--- config.mk ---
export PLATFORM = sky130hd
export DESIGN_NAME = dsa_fifo
export DESIGN_NICKNAME = d
export VERILOG_FILES = /design/src/hdl/dsa_pkg.sv /design/src/hdl/dsa_fifo.sv
export SDC_FILE = /design/constraint.sdc
export NUM_CORES = 1
export LEC_CHECK = 0
export ABC_AREA = 1
export BUFFER_PORTS_ARGS = -buffer_cell sky130_fd_sc_hd__buf_2
export CORE_UTILIZATION = 62
export CTS_CLUSTER_DIAMETER = 40
export DETAILED_ROUTE_END_ITERATION = 8
export GPL_ROUTABILITY_DRIVEN = 1
export PLACE_DENSITY_LB_ADDON = 0.1
export SLEW_MARGIN = 25
export SYNTH_ARGS = -nofsm -noshare
export SYNTH_HDL_FRONTEND = slang
export SYNTH_SLANG_ARGS = --single-unit
--- constraint.sdc ---
create_clock -name clk -period 21.5 [get_ports clk]
set_clock_uncertainty 0.15 [all_clocks]
set_input_delay 1.075 -clock clk [delete_from_list [all_inputs] [get_ports clk]]
set_output_delay 1.075 -clock clk [all_outputs]
set_load 0.005 [all_outputs]
--- src/hdl/dsa_pkg.sv ---
`timescale 1ns / 1ps
package dsa_pkg;

  localparam int ELEV_W  = 28;
  localparam int CELL_W  = ELEV_W + 1;
  localparam int SIZE_W  = 32;
  localparam int COUNT_W = 13;
  localparam int AREA_W  = 56;
  localparam int SQ_W    = 2 * SIZE_W;
  localparam int DZ_W    = ELEV_W + 1;
  localparam int DZSQ_W  = 2 * DZ_W;
  localparam int OP_W    = 67;
  localparam int PROD_W  = 2 * OP_W;
  localparam int RAD_W   = 128;
  localparam int ROOT_W  = RAD_W / 2;
  localparam int REM_W   = ROOT_W + 3;
  localparam int QUEUE_DEPTH = 4;
  localparam int QPTR_W  = $clog2(QUEUE_DEPTH);

  localparam logic [AREA_W-1:0]  AREA_MAX           = '1;
  localparam logic [COUNT_W-1:0] COLUMN_COUNT_RESET = 13'd4096;
  localparam logic [SIZE_W-1:0]  CELL_HEIGHT_RESET  = 32'd256;

  localparam logic REG_COLUMN_COUNT = 1'b0;
  localparam logic REG_CELL_HEIGHT  = 1'b1;

  localparam logic [3:0] CENTRE = 4'd4;

  typedef logic [2:0][CELL_W-1:0] column_t;

  typedef struct packed {
    logic [8:0][CELL_W-1:0] cells;
    logic [SIZE_W-1:0]      cell_width;
    logic [SIZE_W-1:0]      cell_height;
    logic                   end_of_row;
  } job_t;

  typedef enum logic [1:0] {FR_IDLE, FR_LOOKUP, FR_PUSH} front_state_t;

  typedef enum logic [3:0] {
    BK_IDLE, BK_W2, BK_H2, BK_DA, BK_DB, BK_DAB, BK_PQ, BK_E2, BK_SQRT, BK_OUT
  } back_state_t;

  typedef enum logic [1:0] {SIDE_W, SIDE_H, SIDE_D} side_t;

  // ring order NW N NE E SE S SW W NW, cell index row*3+col
  function automatic logic [3:0] ring_cell(input logic [3:0] pos);
    logic [3:0] idx;
    case (pos)
      4'd0:    idx = 4'd0;
      4'd1:    idx = 4'd1;
      4'd2:    idx = 4'd2;
      4'd3:    idx = 4'd5;
      4'd4:    idx = 4'd8;
      4'd5:    idx = 4'd7;
      4'd6:    idx = 4'd6;
      4'd7:    idx = 4'd3;
      4'd8:    idx = 4'd0;
      default: idx = CENTRE;
    endcase
    return idx;
  endfunction

  function automatic side_t ring_side(input logic [3:0] pos);
    side_t s;
    case (pos)
      4'd1, 4'd5: s = SIDE_H;
      4'd3, 4'd7: s = SIDE_W;
      default:    s = SIDE_D;
    endcase
    return s;
  endfunction

  function automatic side_t far_side(input logic [2:0] t);
    side_t s;
    case (t)
      3'd0, 3'd1, 3'd4, 3'd5: s = SIDE_W;
      default:                s = SIDE_H;
    endcase
    return s;
  endfunction

endpackage

--- src/hdl/dsa_fifo.sv ---
`timescale 1ns / 1ps
module dsa_fifo (
  input  logic           clk,
  input  logic           rst_n,
  input  logic           push,
  input  dsa_pkg::job_t  push_job,
  input  logic           pop,
  output dsa_pkg::job_t  head,
  output logic           full,
  output logic           empty
);
  import dsa_pkg::*;

  job_t              q_r [QUEUE_DEPTH];
  logic [QPTR_W-1:0] wr_ptr_r;
  logic [QPTR_W-1:0] rd_ptr_r;
  logic [QPTR_W:0]   cnt_r;

  assign full  = (cnt_r == (QPTR_W+1)'(QUEUE_DEPTH));
  assign empty = (cnt_r == '0);
  assign head  = q_r[rd_ptr_r];

  always_ff @(posedge clk) begin
    if (push) begin
      q_r[wr_ptr_r] <= push_job;
    end
  end

  always_ff @(posedge clk) begin
    if (!rst_n) begin
      wr_ptr_r <= '0;
      rd_ptr_r <= '0;
      cnt_r    <= '0;
    end else begin
      if (push) begin
        wr_ptr_r <= wr_ptr_r + 1'b1;
      end
      if (pop) begin
        rd_ptr_r <= rd_ptr_r + 1'b1;
      end
      if (push && !pop) begin
        cnt_r <= cnt_r + 1'b1;
      end else if (pop && !push) begin
        cnt_r <= cnt_r - 1'b1;
      end
    end
  end

endmodule

# [After elaboration in Yosys (flattened, before gate mapping)]
# Memory sizes are Yosys's and may differ from the RTL's. A register that Yosys moved wholly into a read port is not among the register bits.
# Cells that the tools add are included.
[word_totals] ramBits=1304 in_bits=330 register_bits=7 elab_cells=21 n_memories=1 output_inout_bits=328
[classes] reduce_logical=6 eq_ne=1 n_addsub=4 n_mux=6
[mem_list] memory="q_r" depth=4 width=326 rd=1 rd_clocked_by_memory_dff=1 wr=1 line_no="dsa_fifo.sv:14" rtl="job_t q_r [QUEUE_DEPTH];"
[op_table] cell="3-bit two-way mux" n=2
[op_table] cell="2-bit by 1-bit adder with 2-bit output (second input constant)" n=2
[op_table] cell="2-bit two-way mux" n=2
[op_table] cell="3-bit by 1-bit adder with 3-bit output (second input constant)" n=1
[op_table] cell="3-bit equality test (second input constant)" n=1
[op_table] cell="3-bit logical NOT" n=1
[op_table] cell="3-bit by 1-bit subtractor with 3-bit output (second input constant)" n=1
[op_table] cell="1-bit logical AND" n=2
[op_table] cell="1-bit logical NOT" n=2
[op_table] cell="1-bit two-way mux" n=2
[op_table] cell="2-bit nonzero test" n=1

# [Longest topological paths before layout]
[logic_depth] ltp_word=4 depth_mapped=10 depth_no_buf=10

# [Worst setup path after synthesis]
# Ideal clock, no wire load.
[synth_timing] kind="in2reg" startpoint="input port push" endpoint="memory q_r[0][0] (netlist bit), enable pin" path_buffers=0 required_ns=20.675 path_stages=2 t_arrival_ns=7.352 setup_slack_ns=13.322 setup_time_ns=0.675 cell_sequence="nand2_1 -> inv_1"
[synth_between] elab_chain_cells=2
[synth_lines] element="start, declared" line_no="dsa_fifo.sv:5" rtl="input logic push,"
[synth_lines] element="1-bit two-way mux" line_no="dsa_fifo.sv:24" rtl="if (push) begin"
[synth_lines] element="1-bit two-way mux (not written as such)" line_no="dsa_fifo.sv:25" rtl="q_r[wr_ptr_r] <= push_job;"
[synth_lines] element="end, declared" line_no="dsa_fifo.sv:14"
# No other way between the ends.

==> flow_metrics.env <==
export IMPL_status="finished clean"
export IMPL_grt_max_degree=331
export IMPL_arrival_ns=4.53
export IMPL_crit_required_ns=20.28
export IMPL_placed_cell_area_um2=52250
export IMPL_drtIter0Drc=3219
export IMPL_rows=102
export IMPL_synth_common_cells="edfxtp_1, o21ai_0, nor2_1"
export IMPL_min_period_ns=5.757
export IMPL_fin_setup_tns_ns=0
export IMPL_grt_total_usage_pct=29.45
export IMPL_leakagePower_nw=19.92
export IMPL_cellPowerDensity_nw_per_um2=103.9
export IMPL_path_class="reg -> out"
export IMPL_clk_path_buf_depth=3
export IMPL_cts_tree="yes"
export IMPL_pre_cts_ws_ns=16.13
export IMPL_drive_gt1_share_pct=23.05
export IMPL_critical_path_buf_inv_count=5
export IMPL_instances_no_fill=5032
export IMPL_routed_via_density=6.083
export IMPL_io_pins=658
export IMPL_first_pass_iters=6
export IMPL_dieArea_um2=79180
export IMPL_ant_nets=0
export IMPL_fill_cells=4704
export IMPL_gr_total_overflow=0
export IMPL_cts_sinks=1313
export IMPL_synth_top_area_share_pct=80.91
export IMPL_maxSlewViolCount=0
export IMPL_synth_area_leaders="edfxtp_1, o21ai_0, nor2_1"
export IMPL_critPathMaxFanout=161
export IMPL_grt_pass1_vias=29150
export IMPL_drc=0
export IMPL_end_kind="output pin"
export IMPL_num_vias=30610
export IMPL_async_flop_share_pct=0
export IMPL_ys_ff_latch=1313
export IMPL_worst_pin_slew_ns=1.128
export IMPL_yosysTopAreaCell="edfxtp_1"
export IMPL_drt_total_wl_um=120600
export IMPL_clockRootBuffer="clkbuf_16"
export IMPL_cpMaxStageDelayCell="buf_4"
export IMPL_grt_antenna_before_repair=78
export IMPL_synthCells=3211
export IMPL_grt_pass1_wl_um=173300
export IMPL_fin_crit_sh_pct=26.78
export IMPL_post_cts_resized=0
export IMPL_rsz0062_at_grt="no"
export IMPL_die_x_um=281.4
export IMPL_cp_start_kind="flip-flop"
export IMPL_synth_distinct_cells=20
export IMPL_clk_pin_slew_ns=0.06
export IMPL_cp_common_cell="buf_4"
export IMPL_cts_hold_buf=0
export IMPL_port_buffers=657
export IMPL_synthesis_nets=3547
export IMPL_fin_ws_ns=15.74
export IMPL_syn_mean_instance_area_um2=15.07
export IMPL_crit_family="buffers and inverters"
export IMPL_netlist_area_um2=48400
export IMPL_placed_cells=4712
export IMPL_ctsHtreeMaxLevel=4
export IMPL_syn_to_final_growth_pct=18.71
export IMPL_final_cell_area_um2=57450
export IMPL_hold_viol=0
export IMPL_worstSkewPairLatency_ns=0.71
export IMPL_post_cts_buffers=0
export IMPL_cp_cell_sequence="buf_12 > buf_16 > buf_4 > buf_4 > o21ai_0 > o22ai_1 > buf_2"
export IMPL_core_area_um2=77340
export IMPL_critical_path_max_stage_delay_ns=0.84
export IMPL_maxCapViolations=0
export IMPL_synth_edff_count=1304
export IMPL_irDropWorstVdd_uv=100.1
export IMPL_synth_yosys_seq_area_share_pct=81.28
export IMPL_finalSetupViolations=0
export IMPL_fmax_ghz=0.1737
export IMPL_min_path_type="reg -> reg"
export IMPL_hpwlAfterDp_um=68680
export IMPL_synth_flop_cell="edfxtp_1"
export IMPL_ys_warnings_count=0
export IMPL_slew_headroom_pct=24.79
export IMPL_initial_core_util_pct=62.58
export IMPL_synth_most_common_cell="edfxtp_1"
export IMPL_fp_dieH_um=281.4
export IMPL_post_drt_wl_per_cell_um=23.96
export IMPL_nets=4160
export IMPL_cts_buffers=148
export IMPL_gp_congestion=0.9340
kinds of logic after synthesis:
group	count (synthesis)	synth area share [%]
buffers and inverters	234	2.278
AOI/OAI and AO/OA	988	11.06
DFF	1313	81.28
adders and majority gates	6	0.1706
and+or+nand+nor	670	5.209
sequential cells by signal, summed over array words and instances (netlist names), named ones only:
name,cells
cnt_r,3
wr_ptr_r,2
rd_ptr_r,2
q_r,1304
power by group:
group          internal, W  leakage [nW]  switching (W)  total [W]
Clock              0.00155          2.41       0.000985    0.00253
Sequential         0.00293          12.1      0.0000317    0.00296
Combinational     0.000150          5.46       0.000319   0.000470
stage by stage:
stage | util [%] | hold slack [ns] | total power (W)
after floorplan | - | 0.2615 | 0.003265
after global placement | 67.52 | 0.2667 | 0.003456
after detailed placement | 67.56 | 0.2769 | 0.003477
after CTS | 74.01 | 0.2928 | 0.005986
after global routing | 74.24 | 0.3050 | 0.006139
final | 74.28 | 0.2963 | 0.005968
path summary, 6_finish.rpt:
path	depth (start not counted)	from	end	slack, ns
hold reg to reg	1	rd_ptr_r[1]	flip-flop	0.30
setup / recovery	7	flip-flop	head[171]	15.74
hold / removal	1	rd_ptr_r[1]	flip-flop	0.30
setup reg to reg	6	wr_ptr_r[1]	q_r[1][203]	18.18
worst reg2reg max path: stages, from the launching register on:
cell and delay [ns]:
dfxtp_1 0.33, inv_1 0.10, ha_1 0.15, nand2_1 0.13, clkinv_8 0.51, buf_6 0.70
buf_12 0.60
per-layer routing:
layer	vias to the layer above	share of wire (%)	wire length [um]	track usage [%]
met5	-	0.27	327	0
met4	54	4.6	5573	15.79
met3	299	11	13010	10.98
met2	1581	49	59230	46.41
met1	15160	35	42450	35.49
li1	13520	-	-	-
cell type report:
cell class	instances	area [um2]	area share [%]
multi-input cells	1664	7956	13.85
clock buffers	174	3865	6.727
repair buffers	680	3595	6.257
flip-flops and latches	1313	39350	68.48
diodes	53	132.6	0.2309
inverters	17	132.6	0.2309
well taps	1040	1301	2.265
clock inverters	91	1124	1.956
cell usage in the layout, fill, tap and decap left out, types with 21 or more instances in the layout:
master     instances
buf_2            657
bufinv_16         21
clkbuf_1          23
clkbuf_16        151
clkinv_1          22
diode_2           53
edfxtp_1        1304
nor2_1           657
o21ai_0          658
o22ai_1          326
Power figures use the tool's default switching activity.
