<file path="src/hdl/dsa_pkg.sv">
`timescale 1ns / 1ps
package dsa_pkg;

  localparam int ELEV_W  = 28;
  localparam int CELL_W  = ELEV_W + 1;
  localparam int SIZE_W  = 32;
  localparam int COUNT_W = 13;
  localparam int AREA_W  = 56;
  localparam int SQ_W    = 2 * SIZE_W;
  localparam int DZ_W    = ELEV_W + 1;
  localparam int DZSQ_W  = 2 * DZ_W;
  localparam int OP_W    = 67;
  localparam int PROD_W  = 2 * OP_W;
  localparam int RAD_W   = 128;
  localparam int ROOT_W  = RAD_W / 2;
  localparam int REM_W   = ROOT_W + 3;
  localparam int QUEUE_DEPTH = 4;
  localparam int QPTR_W  = $clog2(QUEUE_DEPTH);

  localparam logic [AREA_W-1:0]  AREA_MAX           = '1;
  localparam logic [COUNT_W-1:0] COLUMN_COUNT_RESET = 13'd4096;
  localparam logic [SIZE_W-1:0]  CELL_HEIGHT_RESET  = 32'd256;

  localparam logic REG_COLUMN_COUNT = 1'b0;
  localparam logic REG_CELL_HEIGHT  = 1'b1;

  localparam logic [3:0] CENTRE = 4'd4;

  typedef logic [2:0][CELL_W-1:0] column_t;

  typedef struct packed {
    logic [8:0][CELL_W-1:0] cells;
    logic [SIZE_W-1:0]      cell_width;
    logic [SIZE_W-1:0]      cell_height;
    logic                   end_of_row;
  } job_t;

  typedef enum logic [1:0] {FR_IDLE, FR_LOOKUP, FR_PUSH} front_state_t;

  typedef enum logic [3:0] {
    BK_IDLE, BK_W2, BK_H2, BK_DA, BK_DB, BK_DAB, BK_PQ, BK_E2, BK_SQRT, BK_OUT
  } back_state_t;

  typedef enum logic [1:0] {SIDE_W, SIDE_H, SIDE_D} side_t;

  // ring order NW N NE E SE S SW W NW, cell index row*3+col
  function automatic logic [3:0] ring_cell(input logic [3:0] pos);
    logic [3:0] idx;
    case (pos)
      4'd0:    idx = 4'd0;
      4'd1:    idx = 4'd1;
      4'd2:    idx = 4'd2;
      4'd3:    idx = 4'd5;
      4'd4:    idx = 4'd8;
      4'd5:    idx = 4'd7;
      4'd6:    idx = 4'd6;
      4'd7:    idx = 4'd3;
      4'd8:    idx = 4'd0;
      default: idx = CENTRE;
    endcase
    return idx;
  endfunction

  function automatic side_t ring_side(input logic [3:0] pos);
    side_t s;
    case (pos)
      4'd1, 4'd5: s = SIDE_H;
      4'd3, 4'd7: s = SIDE_W;
      default:    s = SIDE_D;
    endcase
    return s;
  endfunction

  function automatic side_t far_side(input logic [2:0] t);
    side_t s;
    case (t)
      3'd0, 3'd1, 3'd4, 3'd5: s = SIDE_W;
      default:                s = SIDE_H;
    endcase
    return s;
  endfunction

endpackage

</file>
<file path="src/hdl/dsa_mul.sv">
`timescale 1ns / 1ps
module dsa_mul (
  input  logic                        clk,
  input  logic                        rst_n,
  input  logic                        start,
  input  logic [dsa_pkg::OP_W-1:0]    op_a,
  input  logic [dsa_pkg::OP_W-1:0]    op_b,
  output logic                        done,
  output logic [dsa_pkg::PROD_W-1:0]  product
);
  import dsa_pkg::*;

  logic [PROD_W-1:0] acc_r;
  logic [PROD_W-1:0] a_r;
  logic [OP_W-1:0]   b_r;
  logic              run_r;
  logic              done_r;
  logic              busy_bits;

  assign busy_bits = (b_r != '0);
  assign done      = done_r;
  assign product   = acc_r;

  always_ff @(posedge clk) begin
    if (!rst_n) begin
      run_r  <= 1'b0;
      done_r <= 1'b0;
    end else begin
      done_r <= run_r && !busy_bits && !start;
      if (start) begin
        run_r <= 1'b1;
      end else if (run_r && !busy_bits) begin
        run_r <= 1'b0;
      end
    end
  end

  always_ff @(posedge clk) begin
    if (start) begin
      acc_r <= '0;
      a_r   <= PROD_W'(op_a);
      b_r   <= op_b;
    end else if (run_r && busy_bits) begin
      if (b_r[0]) begin
        acc_r <= acc_r + a_r;
      end
      a_r <= a_r << 1;
      b_r <= b_r >> 1;
    end
  end

endmodule

</file>
<file path="src/hdl/dsa_back.sv">
`timescale 1ns / 1ps
module dsa_back #(
  parameter int FRACTION_BITS = 8
) (
  input  logic                        clk,
  input  logic                        rst_n,
  input  logic                        q_empty,
  output logic                        q_pop,
  input  dsa_pkg::job_t               q_head,
  output logic                        out_valid,
  input  logic                        out_ready,
  output logic [dsa_pkg::AREA_W-1:0]  out_surface_area,
  output logic                        out_area_valid,
  output logic                        out_end_of_row
);
  import dsa_pkg::*;

  localparam int SH     = 8 + 2 * FRACTION_BITS;
  localparam int ITER_W = $clog2(ROOT_W);

  back_state_t       state_r, state_nxt;
  job_t              job_r;
  logic [2:0]        t_r;
  logic [SQ_W-1:0]   w2_r, h2_r;
  logic [DZSQ_W-1:0] sqa_r, sqb_r, sqab_r;
  logic [PROD_W-1:0] pq_r;
  logic [AREA_W-1:0] sum_r;
  logic              pend_r;
  logic [RAD_W-1:0]  rad_r;
  logic [REM_W-1:0]  rem_r;
  logic [ROOT_W-1:0] root_r;
  logic [ITER_W-1:0] iter_r;
  logic              out_valid_r;
  logic [AREA_W-1:0] area_r;
  logic              area_valid_r;
  logic              eor_r;

  logic              mul_state, mul_start, mul_done;
  logic [OP_W-1:0]   op_a, op_b;
  logic [PROD_W-1:0] product;
  logic [ELEV_W-1:0] zc, za, zb;
  logic [CELL_W-1:0] ca, cb;
  logic [DZ_W-1:0]   dza, dzb, dzab;
  logic [SQ_W:0]     d2;
  logic [OP_W-1:0]   p_val, q_val, r_val, e_val;
  logic [OP_W:0]     s_sum, r_ext;
  logic [PROD_W+1:0] f_val, e2_val, d_val;
  logic [RAD_W-1:0]  rad_in;
  logic [REM_W-1:0]  rem_sh, trial;
  logic              ge;
  logic [ROOT_W-1:0] root_nxt;
  logic [AREA_W+8:0] tot;
  logic              sqrt_last, out_free;

  function automatic logic [DZ_W-1:0] abs_diff(input logic [ELEV_W-1:0] x,
                                               input logic [ELEV_W-1:0] y);
    logic [DZ_W-1:0] d;
    d = {x[ELEV_W-1], x} - {y[ELEV_W-1], y};
    return d[DZ_W-1] ? (~d + 1'b1) : d;
  endfunction

  function automatic logic [SQ_W:0] side_val(input side_t s, input logic [SQ_W-1:0] w2,
                                             input logic [SQ_W-1:0] h2,
                                             input logic [SQ_W:0] dd);
    logic [SQ_W:0] v;
    case (s)
      SIDE_W:  v = {1'b0, w2};
      SIDE_H:  v = {1'b0, h2};
      default: v = dd;
    endcase
    return v;
  endfunction

  dsa_mul u_mul (
    .clk     (clk),
    .rst_n   (rst_n),
    .start   (mul_start),
    .op_a    (op_a),
    .op_b    (op_b),
    .done    (mul_done),
    .product (product)
  );

  assign zc   = job_r.cells[CENTRE][ELEV_W-1:0];
  assign ca   = job_r.cells[ring_cell({1'b0, t_r})];
  assign cb   = job_r.cells[ring_cell({1'b0, t_r} + 4'd1)];
  assign za   = ca[ELEV_W] ? ca[ELEV_W-1:0] : zc;
  assign zb   = cb[ELEV_W] ? cb[ELEV_W-1:0] : zc;
  assign dza  = abs_diff(za, zc);
  assign dzb  = abs_diff(zb, zc);
  assign dzab = abs_diff(za, zb);
  assign d2   = {1'b0, w2_r} + {1'b0, h2_r};

  assign p_val = OP_W'(side_val(ring_side({1'b0, t_r}), w2_r, h2_r, d2)) + OP_W'(sqa_r);
  assign q_val = OP_W'(side_val(ring_side({1'b0, t_r} + 4'd1), w2_r, h2_r, d2))
               + OP_W'(sqb_r);
  assign r_val = OP_W'(side_val(far_side(t_r), w2_r, h2_r, d2)) + OP_W'(sqab_r);
  assign s_sum = {1'b0, p_val} + {1'b0, q_val};
  assign r_ext = {1'b0, r_val};
  assign e_val = (s_sum >= r_ext) ? OP_W'(s_sum - r_ext) : OP_W'(r_ext - s_sum);

  assign f_val  = {pq_r, 2'b00};
  assign e2_val = {2'b00, product};
  assign d_val  = f_val - e2_val;
  assign rad_in = (f_val > e2_val) ? RAD_W'(d_val >> SH) : '0;

  assign rem_sh    = {rem_r[REM_W-3:0], rad_r[RAD_W-1 -: 2]};
  assign trial     = REM_W'({root_r, 2'b01});
  assign ge        = (rem_sh >= trial);
  assign root_nxt  = {root_r[ROOT_W-2:0], ge};
  assign tot       = (AREA_W+9)'(sum_r) + (AREA_W+9)'(root_nxt);
  assign sqrt_last = (iter_r == ITER_W'(ROOT_W - 1));
  assign out_free  = !out_valid_r || out_ready;

  always_comb begin
    case (state_r)
      BK_W2, BK_H2, BK_DA, BK_DB, BK_DAB, BK_PQ, BK_E2: mul_state = 1'b1;
      default: mul_state = 1'b0;
    endcase
  end

  assign mul_start = mul_state && !pend_r;

  always_comb begin
    op_a = '0;
    op_b = '0;
    case (state_r)
      BK_W2: begin
        op_a = OP_W'(job_r.cell_width);
        op_b = OP_W'(job_r.cell_width);
      end
      BK_H2: begin
        op_a = OP_W'(job_r.cell_height);
        op_b = OP_W'(job_r.cell_height);
      end
      BK_DA: begin
        op_a = OP_W'(dza);
        op_b = OP_W'(dza);
      end
      BK_DB: begin
        op_a = OP_W'(dzb);
        op_b = OP_W'(dzb);
      end
      BK_DAB: begin
        op_a = OP_W'(dzab);
        op_b = OP_W'(dzab);
      end
      BK_PQ: begin
        op_a = p_val;
        op_b = q_val;
      end
      BK_E2: begin
        op_a = e_val;
        op_b = e_val;
      end
      default: begin
        op_a = '0;
        op_b = '0;
      end
    endcase
  end

  always_comb begin
    state_nxt = state_r;
    case (state_r)
      BK_IDLE: begin
        if (!q_empty) begin
          state_nxt = q_head.cells[CENTRE][ELEV_W] ? BK_W2 : BK_OUT;
        end
      end
      BK_W2:   if (mul_done) state_nxt = BK_H2;
      BK_H2:   if (mul_done) state_nxt = BK_DA;
      BK_DA:   if (mul_done) state_nxt = BK_DB;
      BK_DB:   if (mul_done) state_nxt = BK_DAB;
      BK_DAB:  if (mul_done) state_nxt = BK_PQ;
      BK_PQ:   if (mul_done) state_nxt = BK_E2;
      BK_E2:   if (mul_done) state_nxt = BK_SQRT;
      BK_SQRT: if (sqrt_last) state_nxt = (t_r == 3'd7) ? BK_OUT : BK_DA;
      BK_OUT:  if (out_free) state_nxt = BK_IDLE;
      default: state_nxt = BK_IDLE;
    endcase
  end

  always_comb begin
    q_pop            = (state_r == BK_IDLE) && !q_empty;
    out_valid        = out_valid_r;
    out_surface_area = area_r;
    out_area_valid   = area_valid_r;
    out_end_of_row   = eor_r;
  end

  always_ff @(posedge clk) begin
    if (q_pop) begin
      job_r <= q_head;
    end
    if (mul_done) begin
      case (state_r)
        BK_W2:   w2_r   <= SQ_W'(product);
        BK_H2:   h2_r   <= SQ_W'(product);
        BK_DA:   sqa_r  <= DZSQ_W'(product);
        BK_DB:   sqb_r  <= DZSQ_W'(product);
        BK_DAB:  sqab_r <= DZSQ_W'(product);
        BK_PQ:   pq_r   <= product;
        default: ;
      endcase
    end
    if (state_r == BK_E2 && mul_done) begin
      rad_r  <= rad_in;
      rem_r  <= '0;
      root_r <= '0;
      iter_r <= '0;
    end
    if (state_r == BK_SQRT) begin
      rad_r  <= rad_r << 2;
      rem_r  <= ge ? (rem_sh - trial) : rem_sh;
      root_r <= root_nxt;
      iter_r <= iter_r + 1'b1;
    end
    if (state_r == BK_OUT && out_free) begin
      area_r       <= sum_r;
      area_valid_r <= job_r.cells[CENTRE][ELEV_W];
      eor_r        <= job_r.end_of_row;
    end
  end

  always_ff @(posedge clk) begin
    if (!rst_n) begin
      state_r     <= BK_IDLE;
      pend_r      <= 1'b0;
      t_r         <= '0;
      sum_r       <= '0;
      out_valid_r <= 1'b0;
    end else begin
      state_r <= state_nxt;
      if (mul_start) begin
        pend_r <= 1'b1;
      end else if (mul_done) begin
        pend_r <= 1'b0;
      end
      if (q_pop) begin
        t_r   <= '0;
        sum_r <= '0;
      end
      if (state_r == BK_SQRT && sqrt_last) begin
        t_r   <= t_r + 3'd1;
        sum_r <= (tot > (AREA_W+9)'(AREA_MAX)) ? AREA_MAX : AREA_W'(tot);
      end
      if (state_r == BK_OUT && out_free) begin
        out_valid_r <= 1'b1;
      end else if (out_ready) begin
        out_valid_r <= 1'b0;
      end
    end
  end

endmodule

</file>
<file path="config.mk">
export PLATFORM = sky130hd
export DESIGN_NAME = dsa_back
export DESIGN_NICKNAME = d
export VERILOG_FILES = /design/src/hdl/dsa_pkg.sv /design/src/hdl/dsa_mul.sv /design/src/hdl/dsa_back.sv
export SDC_FILE = /design/constraint.sdc
export NUM_CORES = 2
export LEC_CHECK = 0
export BUFFER_PORTS_ARGS = -buffer_cell sky130_fd_sc_hd__buf_2
export CORE_MARGIN = 1.5
export CORE_UTILIZATION = 65
export DETAILED_ROUTE_END_ITERATION = 16
export PLACE_DENSITY = 0.91
export SLEW_MARGIN = 20
export SYNTH_ARGS = -nofsm -noshare
export SYNTH_HDL_FRONTEND = slang
export SYNTH_SLANG_ARGS = --single-unit
</file>
<file path="constraint.sdc">
create_clock -name clk -period 24.9 [get_ports clk]
set_clock_uncertainty 0.1 [all_clocks]
set_input_delay 1.245 -clock clk [delete_from_list [all_inputs] [get_ports clk]]
set_output_delay 1.245 -clock clk [all_outputs]
set_load 0.005 [all_outputs]
</file>
### Word-level counts from Yosys, hierarchy flattened

Memory sizes are Yosys's and may differ from the RTL's. A register that Yosys moved wholly into a read port is not among the register bits.
Cells that the tools add are included.

* ROM bits: 96
* register bits after elaboration: 1485
* word-level logic and storage cells: 199
* memories: 2
* bits of input ports: 330
* output and inout bits: 60

* multiplexer cells: 59
* $add $sub $neg: 20
* $lt $le $gt $ge: 6
* bitwise logic cells: 3
* reduce and logical (&&, ||, !) cells: 40
* equality and inequality tests: 32

Memory list
* (no name shown): words 16, bits a word 4, rd ports 1, clocked after Yosys merged registers in 0, write ports 0, line dsa_pkg.sv:49 `case (pos)`
* (no name shown): words 8, bits a word 4, rd ports 1, clocked after Yosys merged registers in 1, write ports 0, line dsa_pkg.sv:49

Operator list (number)
* case mux 67 bit (7 select lines): 2
* case mux 65 bit (2 select lines): 3
* two-way mux 67 bit: 5
* two-way mux 128 bit: 2
* binary-select mux 29 bit (select 4 bit): 2
* adder 65 x 58 -> 66 bit: 3
* two-way mux 65 bit: 3
* two-way mux 56 bit: 3
* two-way mux 29 bit: 5
* > comparator 136 x 134 -> 1 bit: 1
* subtractor 136 x 134 -> 136 bit: 1
* adder 134 bit: 1
* >= comparator 67 x 66 -> 1 bit: 2
* two-way mux 64 bit: 2
* two-way mux 112 bit: 1
* adder 29 x 1 -> 29 bit (second input constant): 3
* inverter 29 bit: 3
* subtractor 28 x 28 -> 29 bit: 3
* adder 66 x 66 -> 67 bit: 1
* nonzero test 67 bit: 1
* subtractor 66 x 67 -> 67 bit: 1
* subtractor 67 x 66 -> 67 bit: 1
* adder 56 x 64 -> 65 bit: 1
* adder 64 x 64 -> 65 bit: 1
* other kinds (36): 109

### Longest topological paths before layout

* depth in word-level cells: 12
* gate-level depth with buffers: 62
* gate-level depth less buffers: 58

### By module

Synthesis repeated with hierarchy kept, for this count alone.

* cell total of the unflattened synthesis: 12328
* area, all modules: 113566.4 um^2

Modules (own cells, without submodules)
* dsa_back: cells each 9884, area each 92179.7 um^2, sequential area each 33882.5 um^2, instances 1
* dsa_mul: cells each 2444, area each 21386.8 um^2, sequential area each 8087.8 um^2, instances 1

### Least setup slack after synthesis

Ideal clock, no wire load.

* kind: register -> register
* from: register t_r[0]
* to: register u_mul.b_r[25], data pin
* data arrival time: 10.830 ns
* setup time: 0.274 ns
* setup slack: 13.696 ns
* stages on the path, launching flop included: 54
* path through: dfxtp_1 inv_1 buf_1 ha_1 or2_2 clkbuf_1 clkbuf_1 clkbuf_1 o21ai_0 ha_1 nor2b_1 o31a_1 o41ai_1 a21oi_1 a41o_1 a21oi_1 o21bai_1 a21oi_1 [... 18 more ...] xnor2_1 ha_1 clkbuf_1 and2_1 nand3_1 or3_1 nor2_1 a31oi_1 o2111ai_1 nor3_1 mux2i_1 buf_2 buf_2 mux2i_1 xnor2_1 nor2_1 a2111oi_0 a21oi_1

* cells in the longest elaborated chain, start to end: 12
* elaborated cells on any way between the ends: 50
* classes of those cells: add/sub (11); order compare (1); eq/ne (12); mux (14); bitwise (2); reduce/logical (9); memory (1)

Ends and longest elaborated chain
* start: declaration: line dsa_back.sv:23 `logic [2:0] t_r;`
* start signal: assignment: line dsa_back.sv:245 `t_r <= t_r + 3'd1;`
* adder 3 x 1 -> 4 bit: line dsa_back.sv:86, dsa_back.sv:95
* == test 4 x 2 -> 1 bit (tied with other cells): line dsa_pkg.sv:66 `case (pos)`
* OR reduction 2 bit: line dsa_pkg.sv:66
* case mux 2 bit (2 select lines): line dsa_pkg.sv:66
* == test 2 x 1 -> 1 bit or logical NOT 2 bit (tied branches): line dsa_back.sv:66 `case (s)`
* case mux 65 bit (2 select lines): line dsa_back.sv:66
* adder 65 x 58 -> 66 bit: line dsa_back.sv:96 `+ OP_W'(sqb_r);`
* adder 66 x 66 -> 67 bit: line dsa_back.sv:98 `assign s_sum = {1'b0, p_val} + {1'b0, q_val};`
* subtractor 66 x 67 -> 67 bit (tied with other cells): line dsa_back.sv:100 `assign e_val = (s_sum >= r_ext) ? OP_W'(s_sum - r_ext) : OP_W'(r_ext - s_sum);`
* two-way mux 67 bit: line dsa_back.sv:100
* case mux 67 bit (7 select lines) (*): line dsa_back.sv:127 `case (state_r)`
* two-way mux 67 bit (*): line dsa_mul.sv:39 `if (start) begin`
* end signal: assignment: line dsa_mul.sv:42 `b_r <= op_b;`
* end signal: assignment: line dsa_mul.sv:48 `b_r <= b_r >> 1;`
* end: declaration: line dsa_mul.sv:15 `logic [OP_W-1:0] b_r;`

Every way passes the cells marked *; elsewhere a longest branch is shown, timed or not. The select of a mux whose other input is x is not followed.
A chain may end at the register's enable or synchronous reset.

### Final worst setup path

* from: register w2_r[0]
* to: register u_mul.b_r[25], data pin

* cells in the longest elaborated chain, start to end: 8
* elaborated cells on any way between the ends: 14
* classes of those cells: add/sub (7); order compare (1); mux (6)

Ends and longest elaborated chain
* start: declaration: line dsa_back.sv:24 `logic [SQ_W-1:0] w2_r, h2_r;`
* start signal: assignment: line dsa_back.sv:198 `BK_W2: w2_r <= SQ_W'(product);`
* adder 64 x 64 -> 65 bit: line dsa_back.sv:92 `assign d2 = {1'b0, w2_r} + {1'b0, h2_r};`
* case mux 65 bit (2 select lines): line dsa_back.sv:66
* adder 65 x 58 -> 66 bit, on equally long branches: line dsa_back.sv:94, dsa_back.sv:96
* adder 66 x 66 -> 67 bit: line dsa_back.sv:98
* subtractor 66 x 67 -> 67 bit (tied with other cells): line dsa_back.sv:100
* two-way mux 67 bit: line dsa_back.sv:100
* case mux 67 bit (7 select lines) (*): line dsa_back.sv:127
* two-way mux 67 bit (*): line dsa_mul.sv:39

Every way passes the cells marked *; elsewhere a longest branch is shown, timed or not.

==> impl_metrics.json <==
{
  "status": "completed",
  "grt_overflow_total": 0,
  "fin_nets": 13400,
  "setup.worst_path.start_class": "flip-flop",
  "fin_ws_ns": 9.66,
  "syn_avg_cell_area_um2": 9.30,
  "cts.clk_slew.worst_paths_ns": 0.07,
  "min_path_type": "reg -> reg",
  "endpoint_kind": "flip-flop",
  "setup_viol": 0,
  "post-route-period-util": 0.612,
  "cp_max_fo": 60,
  "cts_tree": "built",
  "fmax_mhz": 65.6,
  "swShare": 0.433,
  "fin_util": 0.708,
  "dieWidth_um": 418,
  "grt_usage": 0.429,
  "yosysSeqAreaShare": 0.375,
  "holdPathStages": 0,
  "slew_headroom": 0.196,
  "core-area_mm2": 0.171,
  "powerDensity_mw_per_mm2": 98.0,
  "synth-edff-count": 1215,
  "grt_max_degree": 147,
  "grt_pass1_vias": 97400,
  "hold_start": "job_r[0]",
  "crit_family": "compound AO/OA/AOI/OAI gates",
  "numPortBuffers": 389,
  "cts_max_level": 4,
  "tns_ns": 0,
  "grt_pass1_wl_um": 578000,
  "hold_viol": 0,
  "worstRegToRegCells": 55,
  "drive_gt1_frac": 0.0875,
  "syn_to_final_growth_pct": 8.24,
  "yosys.cell_types.count": 101,
  "cpMostUsedCell": "a21oi_1",
  "ctsResizeCount": 0,
  "arrival_ns": 15.71,
  "start_util": 0.654,
  "synthesis.nets": 13300,
  "drtIter0Drc": 12600,
  "seq_power_share": 0.340,
  "design.die.area_mm2": 0.175,
  "post-place-ws_ns": 10.21,
  "peakVddDrop_mv": 0.114,
  "hold-path-endpoint": "out_end_of_row",
  "synthArstFlopShare": 0,
  "cp_slowest_stage_delay_ns": 0.74,
  "path_buf_inv": 3,
  "internal_power_uw": 6740,
  "wl_um": 385000,
  "p_leak_uw": 0.0497,
  "io_pins": 390,
  "p_sw_uw": 5150,
  "ys_ff_latch": 1489,
  "cts.sinks": 1489,
  "fp-row-count": 152,
  "antenna_found_initial": 17,
  "max-cap-violations": 0,
  "drc": 0,
  "dr.pass1.iters": 8,
  "cts_root_buf": "clkbuf_16",
  "required_ns": 25.37,
  "rsz0062_at_grt": "false",
  "die-height_um": 418,
  "path_class": "reg -> reg",
  "clockBufferDepth": 3,
  "slew_viol_final": 0,
  "design_area_mm2": 0.121,
  "routabilityCongestion": 1.10,
  "hpwl_um": 294000,
  "reg2reg_slack_ns": 9.66,
  "viasPerCell": 6.91,
  "power_frac_comb": 0.448,
  "clk_latency_ns": 0.85,
  "ys_warn_count": 0,
  "placed_area_mm2": 0.116,
  "max_slew.worst_pin.slew_ns": 1.18,
  "routedWlPerCell_um": 26.4,
  "syn_inst": 12100,
  "holdBufCountCts": 0,
  "vias": 101000,
  "drtAntennaViolNets": 0,
  "syn_area_mm2": 0.112,
  "r2r-end": "u_mul.b_r[25]",
  "numCtsBuffers": 160,
  "r2r_start": "w2_r[0]",
  "synthFlopType": "edfxtp_1",
  "cts_setup_buffers": 0,
  "fin_crit_ns": 15.24,
  "p_clk_frac": 0.212,
  "crit_path_top_delay_cell": "buf_4"
}
-- power groups by stage --
stage	combinational [µW]	clock (µW)	sequential, µW
3_3_place_gp	4950	0	4000
3_5_place_dp	5090	0	4020
6_report	5330	2520	4040
5_1_grt	5680	2600	4030
2_1_floorplan	3690	0	3740
4_1_cts	5130	2520	3990
-- per-stage QoR --
step	instances	power, µW	hold slack, ns
after floorplan	12100	7430	0.300
after global placement	14300	8950	0.306
after detailed placement	14300	9110	0.319
after CTS	14600	11600	0.322
after global routing	14600	12300	0.341
final	14600	11900	0.321
-- cells by family (layout without fill, tap and decap cells) --
logic type | count (synthesis) | in the layout | share of synthesized area
buf+inv | 1193 | 1440 | 0.0412
fa+ha+maj | 931 | 931 | 0.105
other cells | 0 | 12 | 0
compound gates | 4089 | 4089 | 0.232
mux | 424 | 424 | 0.0518
simple gates | 3073 | 3073 | 0.129
xor+xnor | 852 | 852 | 0.0666
flops | 1489 | 1489 | 0.375
-- flip-flops by register name, indices dropped and copies added, names as in the netlist, 64 cells and up, named ones only --
name and flops:
u_mul.a_r 134, u_mul.b_r 67, pq_r 134, rem_r 65, root_r 64, w2_r 64, rad_r 128, h2_r 64
job_r 326, u_mul.product 134
-- cell usage after synthesis (20+ instances only) --
master     number  area (µm²)
a21oi_1      1336        6690
edfxtp_1     1215       36500
ha_1          919       11500
nor2_1        919        3450
nand2_1       894        3360
o21ai_0       787        3940
inv_1         648        2430
a21o_1        587        4410
xnor2_1       520        4550
clkbuf_1      468        1760
xor2_1        332        2910
dfxtp_1       274        5490
mux2i_1       220        2200
o21bai_1      219        1640
nand3_1       194         971
nand4_1       192        1200
nor3_1        175         876
and2_1        141         882
a22oi_1       132         991
nand2b_1      128         801
mux4_2        116        2610
a22o_1        115        1010
a211oi_1      112         841
o21a_1        111         833
a31oi_1       109         682
and3_1        107         669
nor2b_1       100         626
mux2_2         88         991
a221oi_1       70         613
o31ai_1        60         450
o211ai_1       51         383
nor4_1         50         313
or3_1          49         307
a221o_1        46         460
buf_1          38         143
or2_2          34         213
a21boi_0       32         240
o22ai_1        25         156
a211o_1        24         210
o21ai_1        23         115
o31a_1         23         201
o221ai_1       21         184
buf_2          20         100
o2111ai_1      20         175
-- placed cells by master, fill, tap and decap left out, drive strengths merged, types with 332 or more instances in the layout --
cell,n
nor2,919
buf,495
a21o,587
inv,660
xnor2,520
xor2,332
ha,919
o21ai,810
nand2,894
edfxtp,1215
a21oi,1338
-- metal layers --
metal	global-route usage	up-vias	wire length [µm]
li1	-	45000	-
met1	0.496	47700	135000
met2	0.679	6612	172000
met3	0.0923	1777	38300
met4	0.365	10	39700
met5	0	-	49
-- final cells by class --
class                   count  area [µm²]
clock inverters            97        1110
repair buffers            495        2770
well taps                2310        2890
fillers                 12600       50100
inverters                 650        2450
diodes                     12        30.0
flip-flops and latches   1489       42000
clock buffers             198        4350
multi-input cells        9369       65700
-- worst reg2reg max path, delay by kind of cell, from the launching register on --
kind,cells,cell delay (ns)
buffers and inverters,3,1.29
xor gates and xnor gates,4,0.84
and+or+nand+nor,14,2.58
adders and majority gates,5,1.68
AOI/OAI and AO/OA,27,7.51
DFF,1,0.44
muxes,2,0.51
-- worst max path at each step --
stage            start             to  slack, ns  cells past startpoint
6_report       w2_r[0]  u_mul.b_r[25]       9.66                     55
3_3_place_gp   w2_r[0]  u_mul.a_r[56]       9.74                     54
5_1_grt        w2_r[0]  u_mul.b_r[25]       8.66                     55
3_5_place_dp   w2_r[0]  u_mul.b_r[25]      10.21                     55
2_1_floorplan   t_r[0]  u_mul.b_r[25]      13.70                     53
4_1_cts        w2_r[0]  u_mul.b_r[25]      10.16                     55
Note: power is estimated with default switching activity, not from simulation.
